<file path="config.mk">
export PLATFORM = sky130hd
export DESIGN_NAME = sbrs_front
export DESIGN_NICKNAME = d
export VERILOG_FILES = /design/src/shadow_brightness_ratio_smoother_core_defines.svh /design/src/sbrs_pkg.sv /design/src/sbrs_front.sv
export SDC_FILE = /design/constraint.sdc
export NUM_CORES = 1
export LEC_CHECK = 0
export ABC_AREA = 1
export BUFFER_PORTS_ARGS = -buffer_cell sky130_fd_sc_hd__buf_2
export CORE_ASPECT_RATIO = 1.25
export CORE_MARGIN = 2
export CORE_UTILIZATION = 46
export DETAILED_ROUTE_END_ITERATION = 16
export PLACE_DENSITY = 0.76
export SYNTH_ARGS = -nofsm -noshare
export SYNTH_HDL_FRONTEND = slang
export SYNTH_SLANG_ARGS = --single-unit
export TNS_END_PERCENT = 5
</file>
<file path="constraint.sdc">
create_clock -name clk -period 3.4 [get_ports clk]
set_clock_uncertainty 0.2 [all_clocks]
set_input_delay 0.34 -clock clk [delete_from_list [all_inputs] [get_ports clk]]
set_output_delay 0.34 -clock clk [all_outputs]
set_load 0.05 [all_outputs]
</file>
<file path="src/shadow_brightness_ratio_smoother_core_defines.svh">
// Assertion macros for the shadow brightness ratio smoother.
// Used by modules that have clk and rst_n in scope; no other dependencies.
`ifndef SHADOW_BRIGHTNESS_RATIO_SMOOTHER_CORE_DEFINES_SVH
`define SHADOW_BRIGHTNESS_RATIO_SMOOTHER_CORE_DEFINES_SVH

// Consequent must hold in the same cycle as the antecedent
`define SBRS_ASSERT_NOW(lbl, ante, cons, msg) \
  lbl: assert property (@(posedge clk) disable iff (!rst_n) (ante) |-> (cons)) \
    else $error(msg);

// Consequent must hold in the cycle after the antecedent
`define SBRS_ASSERT_NEXT(lbl, ante, cons, msg) \
  lbl: assert property (@(posedge clk) disable iff (!rst_n) (ante) |=> (cons)) \
    else $error(msg);

`endif

</file>
<file path="src/sbrs_pkg.sv">
// Shared types and constants for the shadow brightness ratio smoother.
// No dependencies; used by every module of the block.
package sbrs_pkg;

  localparam int LINE_MAX   = 2048;
  localparam int FRAME_MAX  = 4096;
  localparam int COL_W      = $clog2(LINE_MAX);
  localparam int ROW_W      = $clog2(FRAME_MAX);
  localparam int EFFW_W     = $clog2(LINE_MAX + 1);
  localparam int EFFH_W     = $clog2(FRAME_MAX + 1);
  localparam int LW_W       = 12;
  localparam int FH_W       = 13;
  localparam int MIN_SIZE   = 3;
  localparam int PIX_W      = 8;
  localparam int RATIO_W    = 16;
  localparam int LANES      = 3;
  localparam int SUM_W      = 19;
  localparam int RECIP_W    = 19;
  localparam int MEAN_SHIFT = 21;
  localparam int DIV_STEPS  = 4;
  localparam int DIV_CYC    = RATIO_W / DIV_STEPS;
  localparam int DIV_CNT_W  = $clog2(DIV_CYC);
  localparam int QDEPTH     = 2;
  localparam int QPTR_W     = $clog2(QDEPTH);
  localparam int QCNT_W     = $clog2(QDEPTH + 1);
  localparam int PADDR_W    = 3;
  localparam int PDATA_W    = 32;

  localparam logic [RATIO_W-1:0] INVALID_RATIO = {RATIO_W{1'b1}};
  // ceil(2^21 / 5): exact quotient by five for sums below 2^19
  localparam logic [RECIP_W-1:0] MEAN_RECIP = 19'd419431;
  localparam logic [PIX_W-1:0]   MASK_ON    = 8'hFF;
  localparam logic [PIX_W-1:0]   MASK_OFF   = 8'h00;

  localparam logic [LW_W-1:0] LINE_WIDTH_RST   = 12'd1216;
  localparam logic [FH_W-1:0] FRAME_HEIGHT_RST = 13'd684;

  // register index taken from paddr[2]
  localparam logic CFG_IDX_LINE_WIDTH   = 1'b0;
  localparam logic CFG_IDX_FRAME_HEIGHT = 1'b1;

  typedef struct packed {
    logic             op;
    logic [PIX_W-1:0] mask_blue;
    logic [PIX_W-1:0] mask_green;
    logic [PIX_W-1:0] mask_red;
    logic [PIX_W-1:0] scene_blue;
    logic [PIX_W-1:0] scene_green;
    logic [PIX_W-1:0] scene_red;
    logic [PIX_W-1:0] backdrop_blue;
    logic [PIX_W-1:0] backdrop_green;
    logic [PIX_W-1:0] backdrop_red;
  } sbrs_in_t;

  typedef struct packed {
    logic               is_shadow;
    logic               is_border;
    logic [RATIO_W-1:0] ratio_blue;
    logic [RATIO_W-1:0] ratio_green;
    logic [RATIO_W-1:0] ratio_red;
    logic               frame_end;
  } sbrs_out_t;

  // classified item between front and back; lane 0 blue, 1 green, 2 red
  typedef struct packed {
    logic                        drain;
    logic                        shadow;
    logic [LANES-1:0][PIX_W-1:0] scene;
    logic [LANES-1:0][PIX_W-1:0] backdrop;
  } sbrs_cmd_t;

  // line store entry
  typedef struct packed {
    logic                          shadow;
    logic [LANES-1:0][RATIO_W-1:0] ratio;
  } sbrs_cell_t;

  typedef enum logic [1:0] {
    ST_IDLE,
    ST_DIV,
    ST_SUM,
    ST_FIN
  } sbrs_state_t;

endpackage

</file>
<file path="src/sbrs_front.sv">
// Front end: takes input transfers, classifies them and queues them.
// Depends on sbrs_pkg.
module sbrs_front (
  input  logic                clk,
  input  logic                rst_n,
  input  logic                in_valid,
  output logic                in_ready,
  input  sbrs_pkg::sbrs_in_t  in_data,
  input  logic                pop_i,
  output logic                q_valid_o,
  output sbrs_pkg::sbrs_cmd_t q_cmd_o
);

  sbrs_pkg::sbrs_cmd_t                q_r [sbrs_pkg::QDEPTH];
  logic [sbrs_pkg::QPTR_W-1:0]        wr_ptr_r;
  logic [sbrs_pkg::QPTR_W-1:0]        rd_ptr_r;
  logic [sbrs_pkg::QCNT_W-1:0]        cnt_r;
  sbrs_pkg::sbrs_cmd_t                cls;
  logic                               push;
  logic                               pop;

  // classify: pure green mask marks shadow
  always_comb begin
    cls.drain       = in_data.op;
    cls.shadow      = (in_data.mask_blue == sbrs_pkg::MASK_OFF) &&
                      (in_data.mask_green == sbrs_pkg::MASK_ON) &&
                      (in_data.mask_red == sbrs_pkg::MASK_OFF);
    cls.scene[0]    = in_data.scene_blue;
    cls.scene[1]    = in_data.scene_green;
    cls.scene[2]    = in_data.scene_red;
    cls.backdrop[0] = in_data.backdrop_blue;
    cls.backdrop[1] = in_data.backdrop_green;
    cls.backdrop[2] = in_data.backdrop_red;
  end

  assign in_ready  = cnt_r != sbrs_pkg::QCNT_W'(sbrs_pkg::QDEPTH);
  assign push      = in_valid && in_ready;
  assign q_valid_o = cnt_r != '0;
  assign pop       = pop_i && q_valid_o;
  assign q_cmd_o   = q_r[rd_ptr_r];

  // queue storage
  always_ff @(posedge clk) begin
    if (push) begin
      q_r[wr_ptr_r] <= cls;
    end
  end

  // queue pointers
  always_ff @(posedge clk) begin
    if (!rst_n) begin
      wr_ptr_r <= '0;
      rd_ptr_r <= '0;
      cnt_r    <= '0;
    end else begin
      if (push) wr_ptr_r <= wr_ptr_r + 1'b1;
      if (pop)  rd_ptr_r <= rd_ptr_r + 1'b1;
      if (push && !pop)      cnt_r <= cnt_r + 1'b1;
      else if (pop && !push) cnt_r <= cnt_r - 1'b1;
    end
  end

endmodule

</file>
# Yosys cells after proc, flatten, opt, wreduce, memory -nomap -nowiden
# Memories as Yosys holds them, arrays and structs flattened. A register that Yosys moved wholly into a read port is not among the register bits.
# Cells that the tools add are included.
# Widths: inputs -> output; s select.
[totals]
elab_cells = 28
ff_bits = 4
out_inout_bits = 52
ram_bits = 100
in_bits = 77
n_memories = 1
[op_classes]
eq_ne = 2
addsub = 4
mux = 6
reduce_logical = 12
[mem_list]
columns = ["name", "depth", "width", "read_ports", "rd_ports_with_merged_regs", "wr", "line", "source"]
rows = [
  ["q_r", 2, 50, 1, 1, 1, "sbrs_front.sv:14", "sbrs_pkg::sbrs_cmd_t q_r [sbrs_pkg::QDEPTH];"],
]
[ops]
columns = ["op", "n"]
rows = [
  ["$logic_not 8->1", 2],
  ["$eq 8x8->1 const B", 1],
  ["$logic_and 1x1->1", 6],
  ["$mux 1", 4],
  ["$mux 2", 2],
  ["$reduce_bool 2->1", 2],
  ["$add 1x1->1 const B", 2],
  ["$add 2x1->2 const B", 1],
  ["$logic_not 1->1", 2],
  ["$ne 2x2->1 const B", 1],
  ["$sub 2x1->2 const B", 1],
]

# Longest topological paths before layout
# Gate-level depths: netlist (run 1).
[logic_depth]
ltp_word = 6
mapped_depth = 11
ltp_nobuf = 11

# Worst setup path before layout (run 1)
# Ideal clock, no wire load.
[synth_path]
kind = "register -> register"
from = "register cnt_r[0] (netlist bit)"
to = "memory q_r[0][0] (netlist bit) (enable)"
period_less_slack_ps = 3727
path_buffers = 0
slack_ps = -327
setup_ps = 458
arrival_time_ps = 3069
t_required_ps = 2742
stages_incl_launch_ff = 5
path_cell_list = "dfxtp_1 -> inv_1 -> nand2_1 -> nand2_1 -> nor2_1"
[synth_between]
elab_chain_len = 4
[synth_rtl]
columns = ["item", "line", "source"]
rows = [
  ["from (decl)", "sbrs_front.sv:17", "logic [sbrs_pkg::QCNT_W-1:0] cnt_r;"],
  ["from (signal assigned)", "sbrs_front.sv:58", "if (push && !pop) cnt_r <= cnt_r + 1'b1;"],
  ["from (signal assigned)", "sbrs_front.sv:59", "else if (pop && !push) cnt_r <= cnt_r - 1'b1;"],
  ["$ne 2x2->1", "sbrs_front.sv:36", "assign in_ready = cnt_r != sbrs_pkg::QCNT_W'(sbrs_pkg::QDEPTH);"],
  ["named net in_ready", "sbrs_front.sv:7", "output logic in_ready,"],
  ["$logic_and 1x1->1", "sbrs_front.sv:37", "assign push = in_valid && in_ready;"],
  ["$mux 1", "sbrs_front.sv:44", "if (push) begin"],
  ["$mux 1 (not written as such)", "sbrs_front.sv:45", "q_r[wr_ptr_r] <= cls;"],
  ["to (decl)", "sbrs_front.sv:14", ""],
]
# The timed path passes the listed nets, and every way through them passes these cells.

==> results_dict.tcl, run 1 <==
set metrics [dict create \
    status "finished, final reports clean" \
    drtIter0Drc 68 \
    holdPathStages 3 \
    holdPathEnd "cnt_r[1]" \
    synth_cell_type_count 14 \
    grt.overflow.total 0 \
    syn_inst 214 \
    wirelength_um 7660 \
    clkSinkCount 105 \
    critPathMaxStageDelay_ns 0.96 \
    dp_hpwl_um 4630 \
    cts_htree_levels 3 \
    async_flop_share_pct 0 \
    cap_violations 0 \
    total_power_w 0.00404 \
    cts_root_buf "clkbuf_8" \
    crit_family "flip-flops" \
    cp-start-kind "flip-flop" \
    synthToLayoutAreaGrowth_pct 34.0 \
    place_congestion 0.649 \
    die_h_um 111 \
    r2r_slack_ns 1.28 \
    die_width_um 89.4 \
    setup_viol 0 \
    hold_start "rst_n" \
    dr.pass1.iters 4 \
    nets 476 \
    initial_core_util_pct 47.9 \
    critical-path-slowest-cell "dfxtp_4" \
    grt_setup_unrepaired "false" \
    wire_per_inst_um 14.6 \
    avgSynthCellArea_um2 19.6 \
    crit_type "flip-flop to output port" \
    crit_path_end_kind "output port" \
    cts_resized 0 \
    power_density_nw_per_um2 719 \
    rr_startpoint "cnt_r[0]" \
    layoutNonFillerInstCount 523 \
    antenna_found_initial 0 \
    hold_viol 0 \
    synth_most_common_cell "edfxtp_1" \
    worst-path-max-fanout 50 \
    placedCellCount 458 \
    worstSkewPairLatency_ns 0.35 \
    path_clk_slew_ns 0.09 \
    ys_ff_latch 105 \
    finalCritPeriodShare_pct 72.4 \
    rows 38 \
    drv_slew 0 \
    period_minus_slack_ns 2.46 \
    tightest_slew_ns 0.916 \
    clock_path_buffers 2 \
    pre_cts_ws_ns 1.26 \
    hold_class "primary input to flip-flop" \
    fin_ws_ns 0.938 \
    worstPathRequired_ns 2.86 \
    max_freq_ghz 0.406 \
    grt.total_usage_pct 15.9 \
    utilization_pct 64.2 \
    numCtsBuffers 9 \
    io_buffers 128 \
    p_leak_nw 2.29 \
    synth.area.top_cells "edfxtp_1, mux2_4, buf_12, dfxtp_1, nor2_1" \
    grt_max_degree 51 \
    cts_tree "done" \
    dieArea_um2 9890 \
    netlist_area_um2 4190 \
    synth_area_leader_cell "edfxtp_1" \
    arrival_ns 1.92 \
    diodes 0 \
    slew_headroom_pct 38.9 \
    synth_ff_type "edfxtp_1" \
    grt_pass1_vias 2617 \
    ant_nets 0 \
    synth_warnings 0 \
    r2r-end "q_r[0][21]" \
    drc 0 \
    dr_total_vias 2446 \
    syn_nets 292 \
    drive_gt1_share_pct 48.6 \
    yosysTopAreaCellShare_pct 71.7 \
    ys_seq_area_share_pct 74.1 \
    core_um2 8750 \
    ir_worst_vdd_v 0.000526 \
    synth_commonest_cells "edfxtp_1, mux2_4, nor2_1, nand2_1, inv_1" \
    crit_chain "mux2_4 -> buf_2" \
    synth_edf_count 100 \
    vias_per_cell 4.68 \
    cp.buffers_inverters 1 \
    r2r_cells 5 \
    ioPinCount 129 \
    grt_pass1_wl_um 11700 \
]
[flip-flops by register name, indices dropped and copies added (netlist names), named ones only]
name      count
wr_ptr_r      1
q_r         100
rd_ptr_r      1
cnt_r         2
[power by group]
| group | switching, W | total [W] | internal [W] |
|---|---|---|---|
| logic | 0.000950 | 0.00147 | 0.000517 |
| clock network | 0.000386 | 0.000798 | 0.000412 |
| registers | 0.000139 | 0.00177 | 0.00164 |
[logic make-up (layout without fill, tap and decap cells)]
group	count (synthesis)	after routing	share of synthesized area, %
AO/OA/AOI/OAI	4	4	0.538
adder cells (fa/ha/maj)	1	1	0.299
buffers and inverters	16	205	3.55
flip-flops	105	105	74.1
multiplexers	50	50	17.9
AND/OR/NAND/NOR	38	38	3.61
[metrics by stage]
stage	area [um2]	hold slack (ns)	TNS (ns)
floorplan	4190	0.239	-32.72
global placement	4910	0.275	0
detailed placement	4910	0.301	0
CTS	5610	0.0210	0
global route	5610	0.0524	0
finish	5610	0.0493	0
[how the worst max path moves through the flow]
stage	endpoint	slack, ns	cells past startpoint
floorplan	q_r[0][0]	-0.33	4
global placement	q_cmd_o[8]	1.30	2
detailed placement	q_r[0][45]	1.26	5
CTS	q_cmd_o[27]	0.88	2
global route	q_cmd_o[27]	0.83	2
finish	q_cmd_o[27]	0.94	2
[metal layers]
metal | vias up | GRT usage (%) | share of wire, %
li1 | 1168 | - | -
met5 | - | 0 | 0
met3 | 15 | 3.87 | 5.6
met2 | 97 | 29.2 | 54
met4 | 0 | 6.77 | 2.4
met1 | 1166 | 16.4 | 38
[timing repair]
action                                 4_1_cts  5_1_grt
hold buffers                                49        0
setup buffers                                0        0
endpoints found under the hold margin       98        0
[worst reg2reg max path, cell delays in order (launching register included)]
cell and delay [ns]:
dfxtp_1 0.36, inv_1 0.09, nand2_1 0.08, nand2_1 0.17, nor2_4 0.62, buf_12 0.29
[layout by cell type, fill, tap and decap left out]
cell and n:
nor2_4 2, clkinv_2 1, clkinv_1 2, mux2_4 50
dfxtp_1 4, clkbuf_1 1, ha_1 1, o21a_1 1
edfxtp_1 100, buf_2 128, clkbuf_8 9, bufinv_16 2
nand3_1 1, nand2_1 15, nor2_1 17, dlygate4sd3_1 49
inv_1 10, buf_4 1, buf_12 1, a21oi_1 1
inv_6 1, dfxtp_4 1, o21ai_0 2, nand4_1 3
[final cells by class]
type | instances | area [um2]
well taps | 120 | 150
inverters | 10 | 37.5
fillers | 647 | 3130
repair buffers | 179 | 1160
multi-input cells | 93 | 952
clock inverters | 6 | 81.3
flip-flops and latches | 105 | 3110
clock buffers | 10 | 128
Note: power is estimated with default switching activity, not from simulation.
==> run 2: changes to the inputs <==
==> constraint.sdc (replaced) <==
create_clock -name clk -period 2.2 [get_ports clk]
set_clock_uncertainty 0.2 [all_clocks]
set_input_delay 0.22 -clock clk [delete_from_list [all_inputs] [get_ports clk]]
set_output_delay 0.22 -clock clk [all_outputs]
set_load 0.05 [all_outputs]
==> results_dict.tcl, run 2 (same netlist as run 1, synthesis figures left out) <==
set metrics [dict create \
    status "finished, final reports clean" \
    dr_total_vias 2404 \
    cts_tree "done" \
    crit_path_end_kind "output port" \
    path_clk_slew_ns 0.09 \
    cp-start-kind "flip-flop" \
    power_density_nw_per_um2 1090 \
    initial_core_util_pct 47.9 \
    die_h_um 111 \
    largest_register_ffs 100 \
    rows 38 \
    placed_area_um2 4980 \
    dieArea_um2 9890 \
    wirelength_um 7310 \
    fillers 673 \
    drv_slew 0 \
    drive_gt1_share_pct 48.8 \
    wire_per_inst_um 13.9 \
    drc 0 \
    vias_per_cell 4.57 \
    hold_viol 0 \
    hold_class "primary input to flip-flop" \
    slew_headroom_pct 80.4 \
    finalCritPeriodShare_pct 92.8 \
    drtIter0Drc 87 \
    tightest_slew_ns 0.293 \
    clock_path_buffers 2 \
    worstSkewPairLatency_ns 0.35 \
    seq_area_um2 3110 \
    dr.pass1.iters 6 \
    reg_top3 "q_r x100, cnt_r x2" \
    grt.overflow.total 0 \
    grt_pass1_vias 2444 \
    cts_root_buf "clkbuf_8" \
    grt.total_usage_pct 15.2 \
    antenna_found_initial 0 \
    io_buffers 128 \
    numCtsBuffers 9 \
    ant_nets 0 \
    place_congestion 0.700 \
    clkSinkCount 105 \
    max_freq_ghz 0.490 \
    cap_violations 0 \
    final_common_cell "buf_2" \
    cts_htree_levels 3 \
    diodes 0 \
    ioPinCount 129 \
    period_minus_slack_ns 2.04 \
    multiInputGateArea_um2 960 \
    r2r_slack_ns 0.38 \
    nets 480 \
    crit_type "flip-flop to output port" \
    p_leak_nw 2.31 \
    layout_common_cells "buf_2, edfxtp_1, mux2_4, dlygate4sd3_1, nor2_1" \
    ir_worst_vdd_v 0.000964 \
    setup_viol 0 \
    worstPathRequired_ns 1.78 \
    grt_pass1_wl_um 11300 \
    grt_max_degree 51 \
    core_um2 8750 \
    grt_setup_unrepaired "false" \
    synthToLayoutAreaGrowth_pct 35.1 \
    arrival_ns 1.62 \
    regMostFlops "q_r" \
    worst-path-max-fanout 11 \
    dp_hpwl_um 4800 \
    die_width_um 89.4 \
    final_area_um2 5660 \
    fin_setup_tns_ns 0 \
]
==> run 2: report_power, final <==
group	total, W	switching (W)	internal, W
Combinational	0.00244	0.00159	0.000846
Sequential	0.00263	0.000108	0.00253
Clock	0.00109	0.000578	0.000514
==> run 2: final timing paths <==
check / cells after the start / start / endpoint
worst max-delay path: 3 / flip-flop / q_cmd_o[32]
worst min-delay path: 4 / in_data[68] / q_r[1][48]
worst max register to register: 10 / cnt_r[0] / cnt_r[1]
worst min register to register: 2 / rd_ptr_r / rd_ptr_r
==> run 2: what timing repair did <==
item,CTS,global route
hold buffers,50,0
setup buffers,0,0
endpoints found under the setup margin,0,0
endpoints found under the hold margin,103,0
resized for setup,0,0
==> run 2: critical path, stage by stage (launching register included) <==
cell	delay, ns
dfxtp_4	0.46
buf_4	0.27
mux2_4	0.32
buf_2	0.21
==> run 2: final cells by class <==
class,instances,share of cell area (%)
clock inverter,4,0.796
clock buffer,11,2.32
multi-input combinational,93,17.0
tap,120,2.65
sequential,105,54.9
inverter,10,0.663
timing repair buffer,183,21.7
==> run 2: stage by stage <==
step	hold slack, ns	power, W	std cells	worst slack (ns)	util [%]
final	0.0438	0.00616	526	0.158	64.7
after global routing	0.0723	0.00644	526	0.0893	64.7
after CTS	0.0270	0.00623	526	0.128	64.7
after detailed placement	0.211	0.00507	461	0.407	57.0
after global placement	0.208	0.00503	461	0.548	57.0
after floorplan	0.119	0.00465	214	0.0329	-
==> run 2: layer usage <==
layer	up-vias	track usage [%]	wire length, um
li1	1174	-	-
met1	1135	16.7	2850
met2	86	26.6	3850
met3	9	5.14	496
met4	0	5.47	114
met5	-	0	0
==> run 3: changes to the inputs <==
--- a/config.mk
+++ b/config.mk
@@ -7,7 +7,7 @@
 export LEC_CHECK = 0
 export ABC_AREA = 1
 export BUFFER_PORTS_ARGS = -buffer_cell sky130_fd_sc_hd__buf_2
-export CORE_ASPECT_RATIO = 1.25
+export CORE_ASPECT_RATIO = 2
 export CORE_MARGIN = 2
 export CORE_UTILIZATION = 46
 export DETAILED_ROUTE_END_ITERATION = 16
==> results_dict.tcl, run 3 (same netlist as run 1, synthesis figures left out) <==
set metrics [dict create \
    dr_total_vias 2469 \
    worst-path-max-fanout 24 \
    crit_cells 3 \
    fillers 615 \
    grt.overflow.total 0 \
    dieArea_um2 9930 \
    placedCellCount 444 \
    critical-path-slowest-cell "dfxtp_4" \
    period_minus_slack_ns 2.07 \
    final_area_um2 5730 \
    dp_hpwl_um 5380 \
    slew_headroom_pct 75.3 \
    grt_setup_unrepaired "false" \
    cp.buffers_inverters 2 \
    cp-start-kind "flip-flop" \
    synthToLayoutAreaGrowth_pct 36.9 \
    utilization_pct 64.0 \
    finalCritPeriodShare_pct 94.0 \
    ant_nets 0 \
    arrival_ns 1.65 \
    crit_path_end_kind "output port" \
    place_congestion 0.765 \
    critPathMaxStageDelay_ns 0.50 \
    max_freq_ghz 0.484 \
    crit_family "flip-flops" \
    power_density_nw_per_um2 1150 \
    core_um2 8950 \
    largest_register_ffs 100 \
    grt_pass1_vias 2685 \
    die_h_um 139 \
    die_width_um 71.5 \
    grt_max_degree 40 \
    layout_common_cells "buf_2, edfxtp_1, mux2_4, dlygate4sd3_1, nor2_1" \
    cts_root_buf "clkbuf_16" \
    r2r_cells 9 \
    worstSkewPairLatency_ns 0.34 \
    drive_gt1_share_pct 49.4 \
    ioPinCount 129 \
    hold_viol 0 \
    cts_htree_levels 3 \
    io_buffers 128 \
    path_clk_slew_ns 0.06 \
    crit_type "flip-flop to output port" \
    regMostFlops "q_r" \
    wirelength_um 8180 \
    drtIter0Drc 127 \
    nets 481 \
    dr.pass1.iters 4 \
    clock_path_buffers 2 \
    crit_chain "buf_12 -> mux2_4 -> buf_2" \
    cap_violations 0 \
    drv_slew 0 \
    cts_tree "done" \
    tightest_slew_ns 0.371 \
    initial_core_util_pct 46.8 \
    holdPathStages 4 \
    grt.total_usage_pct 17.3 \
    diodes 0 \
    layoutNonFillerInstCount 509 \
    pre_cts_ws_ns 0.477 \
    vias_per_cell 4.85 \
    hold_class "primary input to flip-flop" \
    grt_pass1_wl_um 12600 \
    reg_top3 "q_r x100, cnt_r x2" \
    fin_ws_ns 0.132 \
    antenna_found_initial 0 \
    worstPathRequired_ns 1.78 \
    status "finished, final reports clean" \
    placed_area_um2 4950 \
    final_common_cell "buf_2" \
    rows 49 \
    setup_viol 0 \
    cts_resized 0 \
    p_leak_nw 2.36 \
    numCtsBuffers 9 \
    ir_worst_vdd_v 0.00105 \
    clkSinkCount 105 \
    wire_per_inst_um 16.1 \
    drc 0 \
    fin_setup_tns_ns 0 \
]
==> run 3: tightest hold or removal path, delay by kind of cell <==
family / cells / cell delay, ns
buffers and inverters: 1 / 0.08
AND/OR/NAND/NOR: 3 / 0.13
==> run 3: layout make-up <==
| class | count | area, um2 | share of cell area (%) |
|---|---|---|---|
| Clock buffer | 11 | 233 | 4.06 |
| Clock inverter | 4 | 45.0 | 0.786 |
| Inverter | 10 | 37.5 | 0.655 |
| Multi-Input combinational cell | 93 | 960 | 16.7 |
| Sequential cell | 105 | 3110 | 54.2 |
| Tap cell | 102 | 128 | 2.23 |
| Timing Repair Buffer | 184 | 1220 | 21.3 |
==> run 3: final timing paths <==
kind | end | startpoint | slack, ns
worst min-delay path | q_r[1][48] | in_data[69] | 0.06
worst max-delay path | q_cmd_o[31] | flip-flop | 0.13
worst max register to register | cnt_r[1] | cnt_r[0] | 0.38
worst min register to register | flip-flop | rd_ptr_r | 0.32
==> run 3: routing by layer <==
| metal | wire [um] | vias to the layer above | part of all wire, % | global-route usage (%) |
|---|---|---|---|---|
| met5 | 0 | - | 0 | 0 |
| met4 | 347 | 0 | 4.2 | 10.9 |
| met3 | 413 | 24 | 5.1 | 3.92 |
| met2 | 4740 | 99 | 58 | 32.8 |
| met1 | 2670 | 1170 | 33 | 15.3 |
| li1 | - | 1176 | - | - |
==> run 3: repair_timing <==
action / 4_1_cts / 5_1_grt
hold endpoints to repair: 103 / 0
hold buffers: 50 / 0
buffers inserted: 0 / 0
==> run 3: where the power goes <==
part           internal (W)  switching (W)  leakage (nW)
registers           0.00253       0.000129         0.975
clock network      0.000870       0.000636         0.139
logic              0.000840        0.00159          1.25
==> run 3: stage by stage <==
step / power, W / hold WS, ns
finish: 0.00660 / 0.0614
global route: 0.00686 / 0.0672
CTS: 0.00664 / 0.0472
detailed placement: 0.00507 / 0.211
global placement: 0.00503 / 0.207
floorplan: 0.00465 / 0.119
